===== src/xoroshiro128plus_generator_assert.svh =====
// Assertion macros used by the generator RTL.
`ifndef XOROSHIRO128PLUS_GENERATOR_ASSERT_SVH
`define XOROSHIRO128PLUS_GENERATOR_ASSERT_SVH

`ifndef SYNTH
// Same-cycle implication, disabled while reset is asserted.
`define XR128_ASSERT_NOW(label, clk, rst_n, ante, cons) \
    label: assert property (@(posedge clk) disable iff (!(rst_n)) (ante) |-> (cons)) \
        else $error("assertion failed");
// Next-cycle implication, disabled while reset is asserted.
`define XR128_ASSERT_NEXT(label, clk, rst_n, ante, cons) \
    label: assert property (@(posedge clk) disable iff (!(rst_n)) (ante) |=> (cons)) \
        else $error("assertion failed");
`else
`define XR128_ASSERT_NOW(label, clk, rst_n, ante, cons)
`define XR128_ASSERT_NEXT(label, clk, rst_n, ante, cons)
`endif

`endif


===== src/xr128_pkg.sv =====
// Types and constants shared by the xoroshiro128+ generator modules.
package xr128_pkg;

    localparam logic [63:0] GOLDEN_INC = 64'h9e3779b97f4a7c15;
    localparam logic [63:0] MIX_MUL_A  = 64'hbf58476d1ce4e5b9;
    localparam logic [63:0] MIX_MUL_B  = 64'h94d049bb133111eb;

    localparam int ROT_A      = 55;
    localparam int SHL_B      = 14;
    localparam int ROT_C      = 36;
    localparam int MIX_SHR_A  = 30;
    localparam int MIX_SHR_B  = 27;
    localparam int MIX_SHR_C  = 31;
    localparam int FRAC_SHIFT = 11;

    localparam logic CMD_DRAW   = 1'b0;
    localparam logic CMD_RESEED = 1'b1;

    typedef struct packed {
        logic       cmd;
        logic [6:0] count;
    } t_in_req;

    typedef struct packed {
        logic [63:0] value;
        logic [52:0] fraction;
        logic        last;
    } t_out_res;

    typedef enum logic [3:0] {
        OP_NONE,
        OP_LOAD,
        OP_INC,
        OP_MUL0,
        OP_MUL1,
        OP_MUL2,
        OP_XOR27,
        OP_FIN,
        OP_STEP
    } t_dp_op;

    typedef struct packed {
        t_dp_op op;
        logic   k_sel;     // 0 selects the first mix multiplier, 1 the second
        logic   word_sel;  // 0 writes word A, 1 writes word B
        logic   last;
    } t_dp_cmd;

endpackage


===== src/xr128_datapath.sv =====
// Datapath: state words, splitmix64 seeding unit and output register.
module xr128_datapath
    import xr128_pkg::*;
(
    input  logic        i_clk,
    input  logic        i_rst_n,
    input  t_dp_cmd     i_cmd,
    input  logic        i_cfg_we,
    input  logic [63:0] i_cfg_data,
    output t_out_res    o_out_data
);

    logic [63:0] r_seed;
    logic [63:0] r_acc;
    logic [63:0] r_z;
    logic [63:0] r_prod;
    logic [63:0] r_wa;
    logic [63:0] r_wb;
    t_out_res    r_out;

    logic [63:0] n_acc;
    logic [63:0] mul_k;
    logic [31:0] mul_a;
    logic [31:0] mul_b;
    logic [63:0] mul_p;
    logic [63:0] mix_fin;
    logic [63:0] sum;
    logic [63:0] x;
    logic [63:0] n_wa;
    logic [63:0] n_wb;

    assign n_acc = r_acc + GOLDEN_INC;
    assign mul_k = i_cmd.k_sel ? MIX_MUL_B : MIX_MUL_A;

    // The low 64 bits of the 64x64 product come from three 32x32 products;
    // the two cross terms only contribute their low halves.
    assign mul_a = (i_cmd.op == OP_MUL1) ? r_z[63:32] : r_z[31:0];
    assign mul_b = (i_cmd.op == OP_MUL2) ? mul_k[63:32] : mul_k[31:0];
    assign mul_p = 64'(mul_a) * 64'(mul_b);

    assign mix_fin = r_prod ^ (r_prod >> MIX_SHR_C);

    assign sum  = r_wa + r_wb;
    assign x    = r_wa ^ r_wb;
    assign n_wa = ((r_wa << ROT_A) | (r_wa >> (64 - ROT_A))) ^ x ^ (x << SHL_B);
    assign n_wb = (x << ROT_C) | (x >> (64 - ROT_C));

    always_ff @(posedge i_clk) begin
        if (!i_rst_n) begin
            r_seed <= '0;
        end else if (i_cfg_we) begin
            r_seed <= i_cfg_data;
        end
    end

    // The accumulator resets to zero so the startup seeding pass expands seed 0.
    always_ff @(posedge i_clk) begin
        if (!i_rst_n) begin
            r_acc <= '0;
        end else if (i_cmd.op == OP_LOAD) begin
            r_acc <= r_seed;
        end else if (i_cmd.op == OP_INC) begin
            r_acc <= n_acc;
        end
    end

    always_ff @(posedge i_clk) begin
        case (i_cmd.op)
            OP_INC: begin
                r_z <= n_acc ^ (n_acc >> MIX_SHR_A);
            end
            OP_MUL0: begin
                r_prod <= mul_p;
            end
            OP_MUL1, OP_MUL2: begin
                r_prod <= r_prod + {mul_p[31:0], 32'b0};
            end
            OP_XOR27: begin
                r_z <= r_prod ^ (r_prod >> MIX_SHR_B);
            end
            OP_FIN: begin
                if (i_cmd.word_sel) begin
                    r_wb <= mix_fin;
                end else begin
                    r_wa <= mix_fin;
                end
            end
            OP_STEP: begin
                r_wa           <= n_wa;
                r_wb           <= n_wb;
                r_out.value    <= sum;
                r_out.fraction <= sum[63:FRAC_SHIFT];
                r_out.last     <= i_cmd.last;
            end
            default: begin
            end
        endcase
    end

    assign o_out_data = r_out;

endmodule


===== src/xr128_ctrl.sv =====
// Controller: request acceptance, seeding sequence and draw counting.
`include "xoroshiro128plus_generator_assert.svh"
module xr128_ctrl
    import xr128_pkg::*;
#(
    parameter int MAX_DRAW = 64
) (
    input  logic    i_clk,
    input  logic    i_rst_n,
    input  logic    i_in_valid,
    output logic    o_in_stall,
    input  t_in_req i_in_data,
    output logic    o_out_valid,
    input  logic    i_out_stall,
    output t_dp_cmd o_cmd
);

    localparam int LW = $clog2(MAX_DRAW + 1);
    localparam logic [6:0] MAX_COUNT = 7'(MAX_DRAW);

    typedef enum logic [3:0] {
        S_IDLE,
        S_LOAD,
        S_INC,
        S_MA0,
        S_MA1,
        S_MA2,
        S_XOR,
        S_MB0,
        S_MB1,
        S_MB2,
        S_FIN,
        S_DRAW
    } t_state;

    t_state      r_state;
    logic        r_second;
    logic [LW-1:0] r_left;
    logic        r_out_valid;

    logic        in_accept;
    logic        step;
    logic [6:0]  sat_count;

    assign o_in_stall  = (r_state != S_IDLE);
    assign in_accept   = i_in_valid && !o_in_stall;
    assign step        = (r_state == S_DRAW) && (!r_out_valid || !i_out_stall);
    assign sat_count   = (i_in_data.count > MAX_COUNT) ? MAX_COUNT : i_in_data.count;
    assign o_out_valid = r_out_valid;

    always_comb begin
        o_cmd          = '0;
        o_cmd.op       = OP_NONE;
        o_cmd.word_sel = r_second;
        o_cmd.last     = (r_left == LW'(1));
        case (r_state)
            S_LOAD:  o_cmd.op = OP_LOAD;
            S_INC:   o_cmd.op = OP_INC;
            S_MA0:   o_cmd.op = OP_MUL0;
            S_MA1:   o_cmd.op = OP_MUL1;
            S_MA2:   o_cmd.op = OP_MUL2;
            S_XOR:   o_cmd.op = OP_XOR27;
            S_MB0: begin
                o_cmd.op    = OP_MUL0;
                o_cmd.k_sel = 1'b1;
            end
            S_MB1: begin
                o_cmd.op    = OP_MUL1;
                o_cmd.k_sel = 1'b1;
            end
            S_MB2: begin
                o_cmd.op    = OP_MUL2;
                o_cmd.k_sel = 1'b1;
            end
            S_FIN:   o_cmd.op = OP_FIN;
            S_DRAW:  o_cmd.op = step ? OP_STEP : OP_NONE;
            default: o_cmd.op = OP_NONE;
        endcase
    end

    always_ff @(posedge i_clk) begin
        if (!i_rst_n) begin
            // Reset runs the seeding pass from an accumulator of zero.
            r_state     <= S_INC;
            r_second    <= 1'b0;
            r_left      <= '0;
            r_out_valid <= 1'b0;
        end else begin
            r_out_valid <= step || (r_out_valid && i_out_stall);
            case (r_state)
                S_IDLE: begin
                    if (in_accept) begin
                        if (i_in_data.cmd == CMD_RESEED) begin
                            r_state <= S_LOAD;
                        end else if (sat_count != 7'd0) begin
                            r_left  <= LW'(sat_count);
                            r_state <= S_DRAW;
                        end
                    end
                end
                S_LOAD: begin
                    r_second <= 1'b0;
                    r_state  <= S_INC;
                end
                S_INC:  r_state <= S_MA0;
                S_MA0:  r_state <= S_MA1;
                S_MA1:  r_state <= S_MA2;
                S_MA2:  r_state <= S_XOR;
                S_XOR:  r_state <= S_MB0;
                S_MB0:  r_state <= S_MB1;
                S_MB1:  r_state <= S_MB2;
                S_MB2:  r_state <= S_FIN;
                S_FIN: begin
                    r_second <= !r_second;
                    r_state  <= r_second ? S_IDLE : S_INC;
                end
                S_DRAW: begin
                    if (step) begin
                        r_left <= r_left - LW'(1);
                        if (r_left == LW'(1)) begin
                            r_state <= S_IDLE;
                        end
                    end
                end
                default: r_state <= S_IDLE;
            endcase
        end
    end

    `XR128_ASSERT_NOW(a_draw_has_work, i_clk, i_rst_n, r_state == S_DRAW, r_left != '0)
    `XR128_ASSERT_NOW(a_left_bounded, i_clk, i_rst_n, 1'b1, r_left <= LW'(MAX_DRAW))
    `XR128_ASSERT_NEXT(a_reseed_loads, i_clk, i_rst_n, in_accept && (i_in_data.cmd == CMD_RESEED), r_state == S_LOAD)
    `XR128_ASSERT_NEXT(a_step_sets_valid, i_clk, i_rst_n, step, o_out_valid)

endmodule


===== src/xoroshiro128plus_generator.sv =====
// Top level of the xoroshiro128+ generator with splitmix64 seeding.
// A draw request of count values (saturated to MAX_DRAW, zero gives nothing) is accepted
// in the idle state and then delivers one result per cycle while the output is not
// stalled; the rate is set by the state update feeding the output register. A reseed
// request is accepted, loads the seed and then runs two splitmix64 rounds, each an
// increment, three multiply steps, an xor-shift, three more multiply steps and a final
// mix, paced by the shared 32x32 multiplier that forms each 64-bit product in three steps.
// After reset the same seeding pass runs from seed 0, and requests stall until it ends.
// The seed register can be written at any time and takes effect on the next reseed.
module xoroshiro128plus_generator
    import xr128_pkg::*;
#(
    parameter int MAX_DRAW = 64
) (
    input  logic        i_clk,
    input  logic        i_rst_n,
    input  logic        i_in_valid,
    output logic        o_in_stall,
    input  t_in_req     i_in_data,
    output logic        o_out_valid,
    input  logic        i_out_stall,
    output t_out_res    o_out_data,
    input  logic        i_cfg_valid,
    output logic        o_cfg_ready,
    input  logic [63:0] i_cfg_data
);

    t_dp_cmd dp_cmd;

    assign o_cfg_ready = 1'b1;

    xr128_ctrl #(
        .MAX_DRAW(MAX_DRAW)
    ) u_ctrl (
        .i_clk       (i_clk),
        .i_rst_n     (i_rst_n),
        .i_in_valid  (i_in_valid),
        .o_in_stall  (o_in_stall),
        .i_in_data   (i_in_data),
        .o_out_valid (o_out_valid),
        .i_out_stall (i_out_stall),
        .o_cmd       (dp_cmd)
    );

    xr128_datapath u_datapath (
        .i_clk      (i_clk),
        .i_rst_n    (i_rst_n),
        .i_cmd      (dp_cmd),
        .i_cfg_we   (i_cfg_valid && o_cfg_ready),
        .i_cfg_data (i_cfg_data),
        .o_out_data (o_out_data)
    );

endmodule

===== config.mk =====
export PLATFORM = sky130hd
export DESIGN_NAME = xoroshiro128plus_generator
export DESIGN_NICKNAME = d
export VERILOG_FILES = /design/src/xr128_pkg.sv /design/src/xr128_datapath.sv /design/src/xr128_ctrl.sv /design/src/xoroshiro128plus_generator.sv
export VERILOG_INCLUDE_DIRS = /design/src /design/src/src
export SDC_FILE = /design/constraint.sdc
export NUM_CORES = 2
export LEC_CHECK = 0
export BUFFER_PORTS_ARGS = -buffer_cell sky130_fd_sc_hd__buf_2
export CORE_MARGIN = 4
export CORE_UTILIZATION = 59
export CTS_BUF_LIST = sky130_fd_sc_hd__clkbuf_8 sky130_fd_sc_hd__clkbuf_16
export CTS_CLUSTER_DIAMETER = 120
export DETAILED_ROUTE_END_ITERATION = 10
export PLACE_DENSITY = 0.79
export SLEW_MARGIN = 0
export SYNTH_ARGS = -nofsm -noshare
export SYNTH_HDL_FRONTEND = slang
export SYNTH_SLANG_ARGS = --single-unit

===== constraint.sdc =====
create_clock -name i_clk -period 11 [get_ports i_clk]
set_input_delay 1.1 -clock i_clk [delete_from_list [all_inputs] [get_ports i_clk]]
set_output_delay 1.1 -clock i_clk [all_outputs]
set_load 0.05 [all_outputs]

; Word-level counts from Yosys, hierarchy flattened
; Index checks and enable logic that the tools add are counted.
[totals]
inputBits = 77
word_cells = 110
register_bits = 515
output_inout_bits = 121
[op_classes]
magnitude_cmp = 1
n_addsub = 4
reduce_logical = 27
bitwise = 8
multipliers = 1
n_eq_ne = 28
mux = 28
[ops]
columns = operator, n
row1 = $pmux W64 S2, 4
row2 = $mux W64, 4
row3 = $xor A64 B64 Y64, 3
row4 = $add A64 B64 Y64, 2
row5 = $add A64 B64 Y64 const B, 1
row6 = $mul A32 B32 Y64, 1
row7 = $mux W32, 2
row8 = $or A64 B36 Y64, 1
row9 = $or A64 B55 Y64, 1
row10 = $xor A64 B33 Y64, 1
row11 = $xor A64 B34 Y64, 1
row12 = $xor A64 B37 Y64, 1
row13 = $mux W62, 1
row14 = $pmux W4 S12, 1
row15 = $mux W7, 5
row16 = $eq A4 B3 Y1 const B, 8
row17 = $pmux W4 S8, 1
row18 = $mux W4, 6
row19 = $eq A4 B4 Y1 const B, 5
row20 = $eq A4 B2 Y1 const B, 4
row21 = $pmux W7 S2, 1
row22 = $reduce_bool A2 Y1, 6
row23 = $eq A4 B1 Y1 const B, 2
row24 = $ne A2 B1 Y1 const B, 4
row25 = 19 further kinds, 31

; Depth between registers and ports, before layout
[depth]
ltp_word = 10
depth_mapped = 46
depth_no_buf = 42

; Cells and area by module
; Synthesis repeated with hierarchy kept, for this count alone.
[unflattened]
cells_unflattened = 5888
area_unflattened_um2 = 56770.7
[modules_own_cells]
columns = mod, area_per_inst_um2, cells_per_inst, seq_area_each_um2, instances
row1 = xr128_datapath, 55866.1, 5771, 12201.7, 1
row2 = xr128_ctrl, 893.4, 115, 260.2, 1
row3 = xoroshiro128plus_generator, 11.3, 2, 0.0, 1

; Least setup slack after synthesis
; No wires, ideal clock.
[synth_path]
path_kind = register -> register
from = register u_ctrl.r_state[0]
to = register u_datapath.r_prod[62] (data pin)
setup_time_ns = 0.267
t_arrival_ns = 10.635
stages_incl_launch_ff = 44
required_ns = 10.733
synth_period_minus_slack_ns = 10.903
setup_slack_ns = 0.097
path_buffers = 5
path_cell_list = dfxtp_1 clkbuf_1 inv_1 nor2_1 and2_1 a22oi_1 inv_1 clkbuf_1 ha_1 clkbuf_1 clkbuf_1 nor2_1 inv_1 fa_1 inv_1 fa_1 fa_1 inv_1 [... 8 more ...] a211o_1 a211o_1 a21oi_1 a21boi_2 o21bai_1 a41o_1 nor2_1 xnor2_1 ha_1 a21o_1 a21o_1 a21o_1 a21oi_1 o21ai_1 a21o_1 a21oi_1 xor2_1 a21boi_1
[synth_between]
elab_chain_cells = 9
elab_cells_between_ends = 29
cone_classes = add/sub: 1 / mul: 1 / eq/ne: 14 / mux: 7 / reduce/logical: 6
[synth_lines]
columns = element, line
row1 = start: declaration, xr128_ctrl.sv:36  ; t_state r_state;
row2 = start signal: assignment, xr128_ctrl.sv:115  ; r_state <= r_second ? S_IDLE : S_INC;
row3 = $eq A4 B4 Y1, "xr128_ctrl.sv:47, xr128_ctrl.sv:56"
row4 = $logic_and A1 B1 Y1, xr128_ctrl.sv:47  ; assign step = (r_state == S_DRAW) && (!r_out_valid || !i_out_stall);
row5 = $mux W4, xr128_ctrl.sv:76  ; S_DRAW: o_cmd.op = step ? OP_STEP : OP_NONE;
row6 = $pmux W4 S8, xr128_ctrl.sv:56  ; case (r_state)
row7 = "$eq A4 B3 Y1, on equally long branches", "xr128_datapath.sv:37, xr128_datapath.sv:68, xr128_datapath.sv:38"
row8 = "$mux W32, on equally long branches", "xr128_datapath.sv:37, xr128_datapath.sv:38"
row9 = $mul A32 B32 Y64, xr128_datapath.sv:39  ; assign mul_p = 64'(mul_a) * 64'(mul_b);
row10 = $add A64 B64 Y64, xr128_datapath.sv:76  ; r_prod <= r_prod + {mul_p[31:0], 32'b0};
row11 = $pmux W64 S2 *, xr128_datapath.sv:68  ; case (i_cmd.op)
row12 = end signal: assignment, xr128_datapath.sv:73  ; r_prod <= mul_p;
row13 = end signal: assignment, xr128_datapath.sv:76
row14 = end: declaration, xr128_datapath.sv:16  ; logic [63:0] r_prod;
; Mark *: on every way between the ends. The rest lies on a longest branch, timed or not.
; A chain may end at the register's enable or synchronous reset.

; Final worst setup path
[layout_path]
from = register u_ctrl.r_state[3]
to = register u_datapath.r_prod[63] (data pin)
; Same word-level chain as after synthesis.

==> results_dict.tcl <==
set metrics [dict create \
    ys_seq_area_share_pct 21.96 \
    via_count 44330 \
    holdPathEnd "u_ctrl.r_left[5]$_SDFFE_PN0P_" \
    slew_violations 0 \
    ctsResizeCount 0 \
    rrSetupSlack_ps 420 \
    drt_iter0_markers 5640 \
    grt_first_pass_wirelength_um 294100 \
    wl_per_cell_um 27.53 \
    synth_cells 5864 \
    hp-class "flop to flop" \
    cts_tree "yes" \
    grt_overflow 0 \
    cts_hold_buf 0 \
    worstMarginPinSlew_ps 1198 \
    areaGrowthSynthToFinish_pct 6.381 \
    cts_buffers 47 \
    synthMostInstantiatedCell "inv_1" \
    cp-end-kind "flop" \
    core_area_um2 95150 \
    hp-start "u_ctrl.r_left[5]$_SDFFE_PN0P_" \
    ant_nets 0 \
    crit_required_ps 11330 \
    grt_max_degree 105 \
    synth_area_leaders "fa_1 (29%), edfxtp_1 (17%), ha_1 (9.6%)" \
    timing.rr.end "u_datapath.r_prod[63]$_DFFE_PP_" \
    async_reset_ff_share_pct 0 \
    reg2reg_depth 35 \
    drc 0 \
    dieWidth_um 318.1 \
    routabilityCongestion 1.051 \
    cp_max_fo 56 \
    fin_tns_setup_ps 0 \
    dp_hpwl_um 164600 \
    cpMaxStageDelayCell "ha_1" \
    worst-setup-path-type "flop to flop" \
    relSlewSlack_pct 19.82 \
    dieArea_um2 101200 \
    setup_viol 0 \
    clk_path_buf_depth 3 \
    crit_arrival_ps 10910 \
    postCtsSetupBuffers 0 \
    start_kind "flop" \
    ys_ff_latch 462 \
    clkTransAtPathRegs_ps 60 \
    ios 198 \
    synth_area_leader_cell "fa_1" \
    antenna_found_initial 2 \
    initial_core_util_pct 59.64 \
    rows 113 \
    grt_use_total_pct 39.07 \
    yosys.area.top_type_share_pct 29.07 \
    cap_violations 0 \
    num-nets-final 7257 \
    drive_above_1_share_pct 8.163 \
    crit_buf_inv 5 \
    h-tree-depth 2 \
    synth_nets 7202 \
    period_needed_ps 10580 \
    status "finished clean" \
    clkLatencyLatePin_ps 610 \
    post-route-period-util_pct 96.20 \
    netlist_top_cells_count "inv_1 (935), fa_1 (824), nor2_1 (539)" \
    firstDrtPassIters 6 \
    critPathTopFamily "adder cells" \
    syn-mean-instance-area_um2 9.678 \
    crit_start "u_ctrl.r_state[3]$_SDFFE_PN0P_" \
    ctsRootBufferMaster "clkbuf_16" \
    via_per_inst 6.139 \
    rsz0062_at_grt "no" \
    timing_hold_violations_final 0 \
    hold_depth 2 \
    yosys.cell_types.count 101 \
    slowest_delay_ps 800 \
    port-buffer-count 196 \
    path_common_cell "fa_1" \
    r2r_start "u_ctrl.r_state[3]$_SDFFE_PN0P_" \
    holdWs_ps 483.5 \
    yosys_warnings 0 \
    clock.fmax_mhz 94.50 \
    synth_ff_type "edfxtp_1" \
    grt_pass1_vias 44540 \
    die_h_um 318.1 \
    wirelength_um 198800 \
    cts.sinks 462 \
    synth_edf_count 321 \
    finClkSkew_ps 36.66 \
    synth_area_um2 56750 \
]
==> worst max path at each step <==
stage	cells after the start	end	slack, ps
floorplan	43	u_datapath.r_prod[62]$_DFFE_PP_	100
global placement	37	u_datapath.r_prod[63]$_DFFE_PP_	670
detailed placement	39	u_datapath.r_prod[63]$_DFFE_PP_	460
CTS	37	u_datapath.r_prod[63]$_DFFE_PP_	460
global route	35	u_datapath.r_prod[63]$_DFFE_PP_	5
finish	35	u_datapath.r_prod[63]$_DFFE_PP_	420
==> cell usage in the layout (no fill, tap or decap), types with 35 or more instances in the layout <==
cell         n
dfxtp_1    141
clkbuf_16   49
xor2_1     193
a21o_1      91
nand3_1     55
nor2_1     537
and3_1      49
nor3_1      43
nor2b_1     55
inv_1      946
and2_1     122
o21ai_0    202
a21oi_1    326
ha_1       436
o21ai_1     35
buf_2      195
buf_4      119
fa_1       824
mux2i_1     87
nand2b_1    66
xnor2_1    236
nand4_1     37
nand2_1    366
edfxtp_1   321
==> tightest hold or removal path: cells and delay by family, from the launching register on <==
family / cells / cell delay, ps
AOI/OAI and AO/OA: 2 / 130
DFF: 1 / 310
==> logic make-up after synthesis <==
group / synth area share, %
flip-flops: 21.96
AND/OR/NAND/NOR: 11.50
XOR/XNOR: 6.707
buffers and inverters: 8.764
other: 0.006608
AO/OA/AOI/OAI: 10.55
multiplexers: 1.810
adder cells (fa/ha/maj): 38.70
==> layout make-up <==
cell class | count | area (µm²)
clock buffers | 54 | 1295
clock inverters | 30 | 168.9
repair buffers | 318 | 1949
diodes | 2 | 5.005
fillers | 8005 | 34780
multi-input cells | 4148 | 39370
inverters | 942 | 3540
flip-flops and latches | 462 | 12460
well taps | 1265 | 1583
==> layer usage <==
| layer | GRT usage, % | part of all wire [%] | vias up |
|---|---|---|---|
| li1 | - | - | 19070 |
| met1 | 54.82 | 40 | 22010 |
| met2 | 58.29 | 43 | 2788 |
| met3 | 10.58 | 12 | 457 |
| met4 | 15.12 | 5.1 | 4 |
| met5 | 0 | 0.012 | - |
==> stage by stage <==
stage               util [%]  cell area (µm²)  std cells  worst slack, ps
finish                 63.45            60370       7221            418.1
global route           63.44            60370       7219            5.234
CTS                    63.44            60360       7219            463.4
detailed placement     61.90            58900       7135            459.5
global placement       61.90            58900       7135            667.6
floorplan                  -            56750       5864            97.20
==> state kept, by name, summed over array words and instances, names as in the netlist, 4 cells and up <==
signal and cells:
u_ctrl.r_left 7, u_ctrl.r_state 4, u_datapath.o_out_data 65, u_datapath.r_acc 64
u_datapath.r_prod 64, u_datapath.r_seed 64, u_datapath.r_wa 64, u_datapath.r_wb 64
u_datapath.r_z 64
Power is not shown: default switching activity piles up to over one toggle a cycle in this logic, so the estimate is an artifact.
